<file path="src/sv/dilated_causal_conv_forward_assert.svh">
// ----------------------------------------------------------------------------
// Dilated causal convolution assertion macros
// Shared concurrent assertion forms, sampled on clk, off during reset.
// ----------------------------------------------------------------------------
`ifndef DILATED_CAUSAL_CONV_FORWARD_ASSERT_SVH
`define DILATED_CAUSAL_CONV_FORWARD_ASSERT_SVH

// same-cycle implication
`define DCC_ASSERT_NOW(lbl, ante, cons, msg) \
	lbl: assert property (@(posedge clk) disable iff (!arst_n) (ante) |-> (cons)) \
		else $error(msg);

// next-cycle implication
`define DCC_ASSERT_NEXT(lbl, ante, cons, msg) \
	lbl: assert property (@(posedge clk) disable iff (!arst_n) (ante) |=> (cons)) \
		else $error(msg);

`endif

</file>
<file path="src/sv/dcc_pkg.sv">
// ----------------------------------------------------------------------------
// dcc_pkg
// Types, sizes and arithmetic helpers for the dilated causal convolution.
// ----------------------------------------------------------------------------
package dcc_pkg;

	localparam int MAX_TAPS      = 8;
	localparam int MAX_SPACING   = 8;
	localparam int MAX_IN        = 16;
	localparam int MAX_OUT       = 16;
	localparam int HISTORY_STEPS = 64;

	localparam int TAP_W  = $clog2(MAX_TAPS);
	localparam int TAPC_W = $clog2(MAX_TAPS + 1);
	localparam int SPC_W  = $clog2(MAX_SPACING + 1);
	localparam int IN_W   = $clog2(MAX_IN);
	localparam int INC_W  = $clog2(MAX_IN + 1);
	localparam int OUT_W  = $clog2(MAX_OUT);
	localparam int OUTC_W = $clog2(MAX_OUT + 1);
	localparam int HIST_W = $clog2(HISTORY_STEPS);
	localparam int BACK_W = TAPC_W + SPC_W;

	localparam int WS_DEPTH   = MAX_TAPS * MAX_IN * MAX_OUT;
	localparam int WS_AW      = $clog2(WS_DEPTH);
	localparam int RING_DEPTH = HISTORY_STEPS * MAX_IN;
	localparam int RING_AW    = $clog2(RING_DEPTH);

	localparam int SLOT_W  = 11;
	localparam int VALUE_W = 16;
	localparam int SUM_W   = 48;
	localparam int PROD_W  = 2 * VALUE_W;

	localparam int CFG_IDX_W  = 3;
	localparam int CFG_DATA_W = 5;
	localparam int QDEPTH     = 2;
	localparam int QIDX_W     = $clog2(QDEPTH);

	typedef enum logic [CFG_IDX_W-1:0] {
		REG_TAP_COUNT   = 3'd0,
		REG_TAP_SPACING = 3'd1,
		REG_IN_CHANNELS = 3'd2,
		REG_OUT_CHANNELS= 3'd3,
		REG_BIAS_ENABLE = 3'd4
	} reg_idx_t;

	typedef enum logic [1:0] {
		K_WEIGHT = 2'd0,
		K_BIAS   = 2'd1,
		K_RESID  = 2'd2,
		K_SAMPLE = 2'd3
	} kind_t;

	typedef enum logic [1:0] {
		S_IDLE  = 2'd0,
		S_ISSUE = 2'd1,
		S_DRAIN = 2'd2,
		S_OUT   = 2'd3
	} bstate_t;

	typedef struct packed {
		kind_t                     kind;
		logic                      hit;
		logic [SLOT_W-1:0]         slot;
		logic signed [VALUE_W-1:0] value;
		logic                      first;
		logic                      done;
		logic                      final_s;
	} item_t;

	function automatic logic signed [SUM_W-1:0] q412_to_q824(
		input logic signed [VALUE_W-1:0] v);
		q412_to_q824 = {{(SUM_W-VALUE_W-12){v[VALUE_W-1]}}, v, 12'b0};
	endfunction

	function automatic logic signed [SUM_W-1:0] sat_add(
		input logic signed [SUM_W-1:0] a, input logic signed [SUM_W-1:0] b);
		logic signed [SUM_W:0] s;
		s = {a[SUM_W-1], a} + {b[SUM_W-1], b};
		if (s[SUM_W] != s[SUM_W-1])
			sat_add = s[SUM_W] ? {1'b1, {(SUM_W-1){1'b0}}} : {1'b0, {(SUM_W-1){1'b1}}};
		else
			sat_add = s[SUM_W-1:0];
	endfunction

endpackage

</file>
<file path="src/sv/dcc_front.sv">
// ----------------------------------------------------------------------------
// dcc_front
// Accepts input transactions, classifies them and queues them for the engine.
// ----------------------------------------------------------------------------
module dcc_front import dcc_pkg::*; (
	input  logic        clk,
	input  logic        arst_n,
	input  logic        s_tvalid,
	output logic        s_tready,
	input  logic [31:0] s_tdata,
	input  logic        s_tlast,
	input  logic [3:0]  s_tuser,
	output logic        q_valid,
	output item_t       q_item,
	input  logic        q_pop
);

	item_t             ent_q [QDEPTH];
	logic [QIDX_W-1:0] wr_ptr_q;
	logic [QIDX_W-1:0] rd_ptr_q;
	logic [QIDX_W:0]   count_q;
	item_t             new_item;
	logic              push;

	always_comb begin
		new_item.slot    = s_tdata[SLOT_W-1:0];
		new_item.value   = s_tdata[SLOT_W +: VALUE_W];
		new_item.first   = s_tuser[2];
		new_item.done    = s_tlast;
		new_item.final_s = s_tuser[3];
		case (s_tuser[1:0])
			2'd0: begin
				new_item.kind = K_WEIGHT;
				new_item.hit  = int'(s_tdata[SLOT_W-1:0]) < WS_DEPTH;
			end
			2'd1: begin
				new_item.kind = K_BIAS;
				new_item.hit  = int'(s_tdata[SLOT_W-1:0]) < MAX_OUT;
			end
			2'd2: begin
				new_item.kind = K_RESID;
				new_item.hit  = int'(s_tdata[SLOT_W-1:0]) < MAX_OUT;
			end
			default: begin
				new_item.kind = K_SAMPLE;
				new_item.hit  = int'(s_tdata[SLOT_W-1:0]) < MAX_IN;
			end
		endcase
	end

	assign s_tready = int'(count_q) < QDEPTH;
	assign push     = s_tvalid && s_tready;
	assign q_valid  = count_q != '0;
	assign q_item   = ent_q[rd_ptr_q];

	always_ff @(posedge clk) begin
		if (push) begin
			ent_q[wr_ptr_q] <= new_item;
		end
	end

	always_ff @(posedge clk or negedge arst_n) begin
		if (!arst_n) begin
			wr_ptr_q <= '0;
			rd_ptr_q <= '0;
			count_q  <= '0;
		end else begin
			if (push) begin
				wr_ptr_q <= (int'(wr_ptr_q) == QDEPTH - 1) ? '0 : wr_ptr_q + 1'b1;
			end
			if (q_pop) begin
				rd_ptr_q <= (int'(rd_ptr_q) == QDEPTH - 1) ? '0 : rd_ptr_q + 1'b1;
			end
			count_q <= count_q + (QIDX_W+1)'(push) - (QIDX_W+1)'(q_pop);
		end
	end

endmodule

</file>
<file path="config.mk">
export PLATFORM = sky130hd
export DESIGN_NAME = dcc_front
export DESIGN_NICKNAME = d
export VERILOG_FILES = /design/src/sv/dilated_causal_conv_forward_assert.svh /design/src/sv/dcc_pkg.sv /design/src/sv/dcc_front.sv
export SDC_FILE = /design/constraint.sdc
export NUM_CORES = 1
export LEC_CHECK = 0
export BUFFER_PORTS_ARGS = -buffer_cell sky130_fd_sc_hd__buf_2
export CAP_MARGIN = 20
export CORE_UTILIZATION = 46
export DETAILED_ROUTE_END_ITERATION = 8
export GPL_ROUTABILITY_DRIVEN = 1
export PLACE_DENSITY = 0.74
export SYNTH_ARGS = -nofsm -noshare
export SYNTH_HDL_FRONTEND = slang
export SYNTH_SLANG_ARGS = --single-unit
</file>
<file path="constraint.sdc">
create_clock -name clk -period 2.45 [get_ports clk]
set_input_delay 0.1225 -clock clk [delete_from_list [all_inputs] [get_ports clk]]
set_output_delay 0.1225 -clock clk [all_outputs]
set_load 0.005 [all_outputs]
</file>
==> results of run 1 <==
## worst min path at each step
stage | start | to | slack, ns
finish | arst_n | count_q[0] | 0.11
global route | arst_n | count_q[0] | 0.12
CTS | arst_n | count_q[0] | 0.1
detailed placement | arst_n | count_q[0] | -0.07
global placement | arst_n | count_q[0] | -0.07
floorplan | arst_n | count_q[0] | -0.17
## state kept, by name (all words and copies together), names as in the netlist
register  flops
rd_ptr_q      1
count_q       2
wr_ptr_q      1
ent_q        66
## repair_timing
| item | 4_1_cts | 5_1_grt |
|---|---|---|
| hold buffers | 34 | 0 |
| gates resized for setup | 0 | 0 |
| hold endpoints to repair | 69 | 0 |
## layout by cell type, fill, tap and decap left out, types with 2 or more instances in the layout
cell type	netlist	routed
sky130_fd_sc_hd__mux2_2	4	4
sky130_fd_sc_hd__clkbuf_8	0	9
sky130_fd_sc_hd__mux2_4	29	29
sky130_fd_sc_hd__inv_1	2	2
sky130_fd_sc_hd__ha_1	2	2
sky130_fd_sc_hd__buf_12	3	2
sky130_fd_sc_hd__clkinv_1	0	2
sky130_fd_sc_hd__edfxtp_1	66	66
sky130_fd_sc_hd__clkinv_2	0	3
sky130_fd_sc_hd__xnor2_1	3	3
sky130_fd_sc_hd__dlygate4sd3_1	0	34
sky130_fd_sc_hd__dfrtp_1	4	3
sky130_fd_sc_hd__buf_2	0	70
sky130_fd_sc_hd__buf_4	0	2
## critical path, delay by kind of cell, from the launching register on
| family | cells | cell delay, ns |
|---|---|---|
| multiplexers | 1 | 0.36 |
| buffers and inverters | 2 | 0.39 |
| flip-flops | 1 | 0.70 |
## logic make-up after synthesis
family / count (synthesis) / share of synthesized area, %
DFF: 70 / 75.7
muxes: 33 / 17.5
buffers and inverters: 8 / 3.14
and+or+nand+nor: 6 / 1.23
xor gates and xnor gates: 4 / 1.27
adders and majority gates: 2 / 0.909
AOI/OAI and AO/OA: 1 / 0.318
## cells in the mapped netlist (all sizes together)
library cell	count	area share, %
or2	1	0.23
buf	4	2.6
xor2	1	0.32
inv	2	0.27
edfxtp	66	72
nor4	1	0.23
nor3	1	0.18
nand2b	1	0.23
o2bb2ai	1	0.32
ha	2	0.91
nor2	1	0.14
mux2	33	17
dfrtp	4	3.6
clkbuf	2	0.27
xnor2	3	0.96
and3	1	0.23
## area by class of cell
class	count	area (sq um)
clock buffer	10	128
clock inverter	6	52.6
fill	392	1940
inverter	2	7.51
multi-input combinational	46	591
sequential	70	2080
tap	72	90.1
timing repair buffer	108	746
## power groups by stage
stage	registers (uW)	logic (uW)	clock network, uW
6_report	1720	1110	842
5_1_grt	1740	1220	911
4_1_cts	1720	1120	869
3_5_place_dp	1750	1080	0
3_3_place_gp	1740	1070	0
2_1_floorplan	1660	849	0
## metrics by stage
stage	area [sq um]	std cells	utilization, %	hold slack, ns
global route	3700	314	65.5	0.121
global placement	3180	264	56.3	-0.0652
floorplan	2750	124	-	-0.173
detailed placement	3180	264	56.3	-0.0679
CTS	3700	314	65.5	0.0955
finish	3700	314	65.5	0.114
## per-layer routing
layer,part of all wire [%],GRT usage [%],wire length (um),vias up
li1,-,-,-,702
met5,0,0,0,-
met3,7.9,6.67,345,5
met2,50,25.6,2160,57
met4,1.4,7.64,60,0
met1,41,17.2,1780,707
==> impl_results.md, run 1 <==
- Result of the run: finished clean
- Power dissipated by switching net loads: 951 uW
- Pwr Total: 3670 uW
- Critical path endpoint: q_item[32]
- RSZ-0062 raised after global routing: false
- Remaining design rule violation count: 0
- Maximum fanout along the worst path: 19
- Overall routed net length: 4340 um
- Layout net count: 280
- Leftover overflow at the end of global routing: 0
- Max Cap Violations: 0
- Clock tree from TritonCTS: yes
- Yosys warns: 0
- Time the worst path needs with I/O delays and setup: 1.91 ns
- TritonCTS Buffers: 9
- Gate Count Post-Synth: 124
- Library cell used as clock root buffer: sky130_fd_sc_hd__clkbuf_8
- CTS Buffer Depth: 2
- Worst clock skew on the final layout: 0.00795 ns
- Setup slack of the critical path after layout: 0.545 ns
- Detailed router's first-iteration violation count: between 70 and 80
- Area of the core: between 5000 and 6000 sq um
- Number of H-tree branching levels: 3
- Count of cell types in the netlist: 18
- Static leakage power: 0.00150 uW
- I/O Buffers: 70
- Number of rows created at floorplan: 27
- Chip Width: 79.3 um
- Number of antenna violations at the first check in global routing: 0
- Area of the die: around 6300 sq um
- Placement-stage worst setup slack: 0.814 ns
- Post-Synthesis Mean Instance Area: about 22 sq um
- Syn_nets: 167
- CP startpoint: rd_ptr_q
- Part of the power in registers: 46.8%
- Worst relative slew slack: approximately two thirds
- Mapped Area: 2750 sq um
- GP Congestion: 0.645
- Endpoint kind of the worst setup timing path: output port
- Startpoint kind of the worst setup timing path: flop
- Fraction of power consumed by combinational cells: 30.2%
- Pin count of the biggest net entering global routing: 20
- Wirelength per Cell: 13.8 um
- Number of antenna diodes: 0
- Sum of negative setup slack: 0 ns
- Worst EP arrival: 1.78 ns
- Worst-path cell chain: buf_12, mux2_2, buf_2
- Initial core utilization: a little under 50%
- Reg2reg end: ent_q[0][29]
- Global-route wire length before repair: approximately 7000 um
- Share of synthesized area occupied by flip-flops and latches: roughly 76%
- Number of pins exceeding their max-slew limit in the final report: 0
- Clock power frac: 23.0%
- First-pass DRT Iterations: 4
- VDD IR max: 0.581 mV
- Number of cells on the worst reg-to-reg path: 3
- Vias in the first global route: about 1,500
- Count of nets left with antenna violations after detail routing: 0
- Hold/Removal Path Class: primary input to async pin
- Count of pins on the block boundary: 76
- # Post-CTS Setup Buffers: 0
- Required time at the endpoint of the critical path: approximately 2.3 ns
- Die Y: 79.3 um
- Setup slack, reg-to-reg: 0.84 ns
- Clock-pin slew reported for the worst setup and hold paths after clock tree synthesis: 0.06 ns
- Largest stage delay on the critical path: about 0.70 ns
- Area growth from synthesis to layout: 34.4%
- Vias: roughly 1,500
- Total number of clock tree sinks: 70
- Clk_lat worst skew: 0.34 ns
- Share of post-route cells with drive strength above 1: 50.8%
- Type of the worst setup path: flop to output port
- Transition time at the pin with the least slew margin: 0.530 ns
- Switching share of total power: 25.9%
- Post-synthesis register bit count: 70
- Internal power consumption: 2710 uW
- Slowest cell on the critical path: sky130_fd_sc_hd__dfrtp_2
- Total routing resource utilization after global routing: 15.5%
- Final count of hold timing violations: 0
- Endpoints failing setup: 0
- Vias per cell: between 4 and 5
- Fmax: about 0.52 GHz
- Post-route clock period utilization: between 70% and 80%
- Power density over the cells: 991 nW/um^2
- Reg-to-reg critical path startpoint: count_q[1]
Note: power is estimated with default switching activity, not from simulation.
==> run 2, diff against run 1 <==
--- a/config.mk
+++ b/config.mk
@@ -7,10 +7,10 @@
 export LEC_CHECK = 0
 export BUFFER_PORTS_ARGS = -buffer_cell sky130_fd_sc_hd__buf_2
 export CAP_MARGIN = 20
-export CORE_UTILIZATION = 46
+export CORE_UTILIZATION = 51
 export DETAILED_ROUTE_END_ITERATION = 8
 export GPL_ROUTABILITY_DRIVEN = 1
-export PLACE_DENSITY = 0.74
+export PLACE_DENSITY = 0.78
 export SYNTH_ARGS = -nofsm -noshare
 export SYNTH_HDL_FRONTEND = slang
 export SYNTH_SLANG_ARGS = --single-unit
==> constraint.sdc (replaced) <==
create_clock -name clk -period 1.8 [get_ports clk]
set_input_delay 0.09 -clock clk [delete_from_list [all_inputs] [get_ports clk]]
set_output_delay 0.09 -clock clk [all_outputs]
set_load 0.005 [all_outputs]
==> run 2 against run 1 <==
Compared with the run above: routed wire length is 11% higher; clock power increased by 38%; combinational power rose by 44%; via count increased by 2.9%; sequential cell count is the same; utilization up 6.2 points; critical path depth rose by 3; worst setup slack worse by 0.36 ns; global-route usage up 2.5 points; clock skew shrank 0.0027 ns; final cell count stayed put.
==> impl_results.md, run 2 (synthesis gave the netlist of run 1 again) <==
- Flip-flop count of the largest register after layout: 66 (unchanged)
- Clock tree from TritonCTS: yes
- Setup slack, reg-to-reg: 0.18 ns (-0.66 ns)
- Worst EP arrival: 1.87 ns (+0.09 ns)
- Remaining design rule violation count: 0 (unchanged)
- Placement-stage worst setup slack: 0.142 ns (-0.672 ns)
- Fmax: about 0.62 GHz
- Number of pins exceeding their max-slew limit in the final report: 0 (unchanged)
- Worst clock skew on the final layout: 0.00530 ns (-0.00265 ns)
- Final standard cell utilization of the core: 71.7% (+6.2 points)
- Post-route clock period utilization: 89.8%
- Number of antenna diodes: 0 (unchanged)
- Time the worst path needs with I/O delays and setup: approximately 1.6 ns
- Vias in the first global route: 1,549 (+0.19%)
- I/O Buffers: 70 (unchanged)
- Share of post-route cells with drive strength above 1: 50.4% (-0.42 points)
- Worst relative slew slack: 74.2% (+9.5 points)
- Area growth from synthesis to layout: 33.9%
- Leading cell types in the layout, fill and taps excluded: 70 x sky130_fd_sc_hd__buf_2, 66 x sky130_fd_sc_hd__edfxtp_1, 34 x sky130_fd_sc_hd__dlygate4sd3_1, 29 x sky130_fd_sc_hd__mux2_4, 9 x sky130_fd_sc_hd__clkbuf_8
- Final count of hold timing violations: 0 (unchanged)
- Total number of clock tree sinks: 70 (unchanged)
- Power density over the cells: 1360 nW/um^2 (+37%)
- Most flop-heavy register: ent_q
- Reg-to-reg critical path startpoint: count_q[1]
- Die Y: 75.5 um (-4.9%)
- GP Congestion: 0.688 (+6.7%)
- Post-route worst hold slack: 0.103 ns (-0.0104 ns)
- Required time at the endpoint of the critical path: 2.05 ns (-0.28 ns)
- Overall routed net length: 4820 um (+11%)
- First-pass DRT Iterations: 4 (unchanged)
- Vias per cell: 4.82 (+2.9%)
- Number of antenna violations at the first check in global routing: 0 (unchanged)
- Endpoints failing setup: 0 (unchanged)
- Endpoint kind of the worst setup timing path: flop
- Result of the run: finished clean
- RSZ-0062 raised after global routing: false
- Sum of negative setup slack: 0 ns (unchanged)
- Max Cap Violations: 0 (unchanged)
- Count of pins on the block boundary: 76 (unchanged)
- Transition time at the pin with the least slew margin: 0.384 ns (-0.146 ns)
- Largest registers: ent_q (66), count_q (2)
- Resized Gates After CTS: 0 (unchanged)
- Leftover overflow at the end of global routing: 0 (unchanged)
- Number of H-tree branching levels: 3 (unchanged)
- TritonCTS Buffers: 9 (unchanged)
- Number of rows created at floorplan: 26 (-3.7%)
- Global-route wire length before repair: 7010 um (+0.79%)
- Post-detail-place hpwl: 3100 um
- Reg2reg end: count_q[1]
- Setup slack of the critical path after layout: 0.184 ns (-0.360 ns)
- Wirelength per Cell: 15.3 um (+11%)
- Pin count of the biggest net entering global routing: 19 (-5.0%)
- Static leakage power: 0.00149 uW (-0.41%)
- Detailed router's first-iteration violation count: 49 (-32%)
- Number of cells on the worst reg-to-reg path: 6 (+3)
- Maximum fanout along the worst path: 4 (-15)
- Hold/Removal Path Class: primary input to async pin
- Chip Width: 75.5 um (-4.9%)
- Total routing resource utilization after global routing: 18.1% (+2.5 points)
- Vias: 1,513 (+2.9%)
- Library cell used as clock root buffer: sky130_fd_sc_hd__clkbuf_8
- Initial core utilization: 53.5% (+4.8 points)
- Type of the worst setup path: flop to flop
- Count of nets left with antenna violations after detail routing: 0 (unchanged)
- Clock-pin slew reported for the worst setup and hold paths after clock tree synthesis: 0.07 ns (about the same)
- CTS Buffer Depth: 2 (unchanged)
- Startpoint kind of the worst setup timing path: flop
- Area of the core: 5140 sq um (-8.9%)
- Area of the die: 5690 sq um (-9.6%)
- VDD IR max: 0.988 mV (+70%)
- Leading cell type in the layout, fill and taps excluded: sky130_fd_sc_hd__buf_2
- Layout net count: 282 (+0.71%)
- Clk_lat worst skew: 0.33 ns (about the same)
==> run 2: cell types whose count changed in the layout (fill, tap and decap cells not counted), sizes merged <==
cell / delta
clkinvlp: +1
buf: +2
clkinv: -1
==> run 2: how the worst max path moves through the flow <==
stage                from           to  slack, ns  cells after the start
2_1_floorplan  count_q[1]  ent_q[1][0]       0.08                      2
3_3_place_gp   count_q[1]   count_q[1]       0.31                      6
3_5_place_dp   count_q[1]   count_q[1]       0.14                      6
4_1_cts        count_q[1]   count_q[1]       0.13                      6
5_1_grt        count_q[1]   count_q[1]       0.11                      6
6_report       count_q[1]   count_q[1]       0.18                      6
==> run 2: report_power, final <==
part | internal [uW] | switching, uW | total [uW]
Clock | 622 | 540 | 1160
Combinational | 904 | 692 | 1600
Sequential | 2150 | 101 | 2250
Total | 3680 | 1330 | 5010
==> run 2: timing repair <==
action,in CTS,in global routing
endpoints found under the hold margin,69,0
hold buffers,34,0
buffers inserted,0,0
==> run 2: critical path, stage by stage, from the launching register on <==
cell                       delay, ns
sky130_fd_sc_hd__dfrtp_1        0.41
sky130_fd_sc_hd__nand2b_1       0.24
sky130_fd_sc_hd__ha_1           0.33
sky130_fd_sc_hd__inv_1          0.05
sky130_fd_sc_hd__ha_1           0.18
sky130_fd_sc_hd__xnor2_1        0.18
sky130_fd_sc_hd__xnor2_1        0.14
==> run 2: cell type report <==
cell class	count	area, sq um
clock inverter	6	52.6
tap	70	87.6
sequential	70	2080
multi-input combinational	46	591
timing repair buffer	110	736
clock buffer	10	128
inverter	2	7.51
fill	336	1460
==> run 2: layer usage <==
metal / track usage (%) / part of all wire [%]
met4: 8.64 / 1.9
met5: 0 / 0
met2: 33.1 / 54
met3: 7.54 / 5.4
met1: 17.4 / 39
==> run 2: per-stage QoR <==
| step | power, uW | instances | instance area (sq um) |
|---|---|---|---|
| after floorplan | 3420 | 124 | 2760 |
| after CTS | 5060 | 314 | 3680 |
| after detailed placement | 3840 | 264 | 3160 |
| after global placement | 3780 | 264 | 3160 |
| final | 5010 | 314 | 3680 |
| after global routing | 5260 | 314 | 3680 |
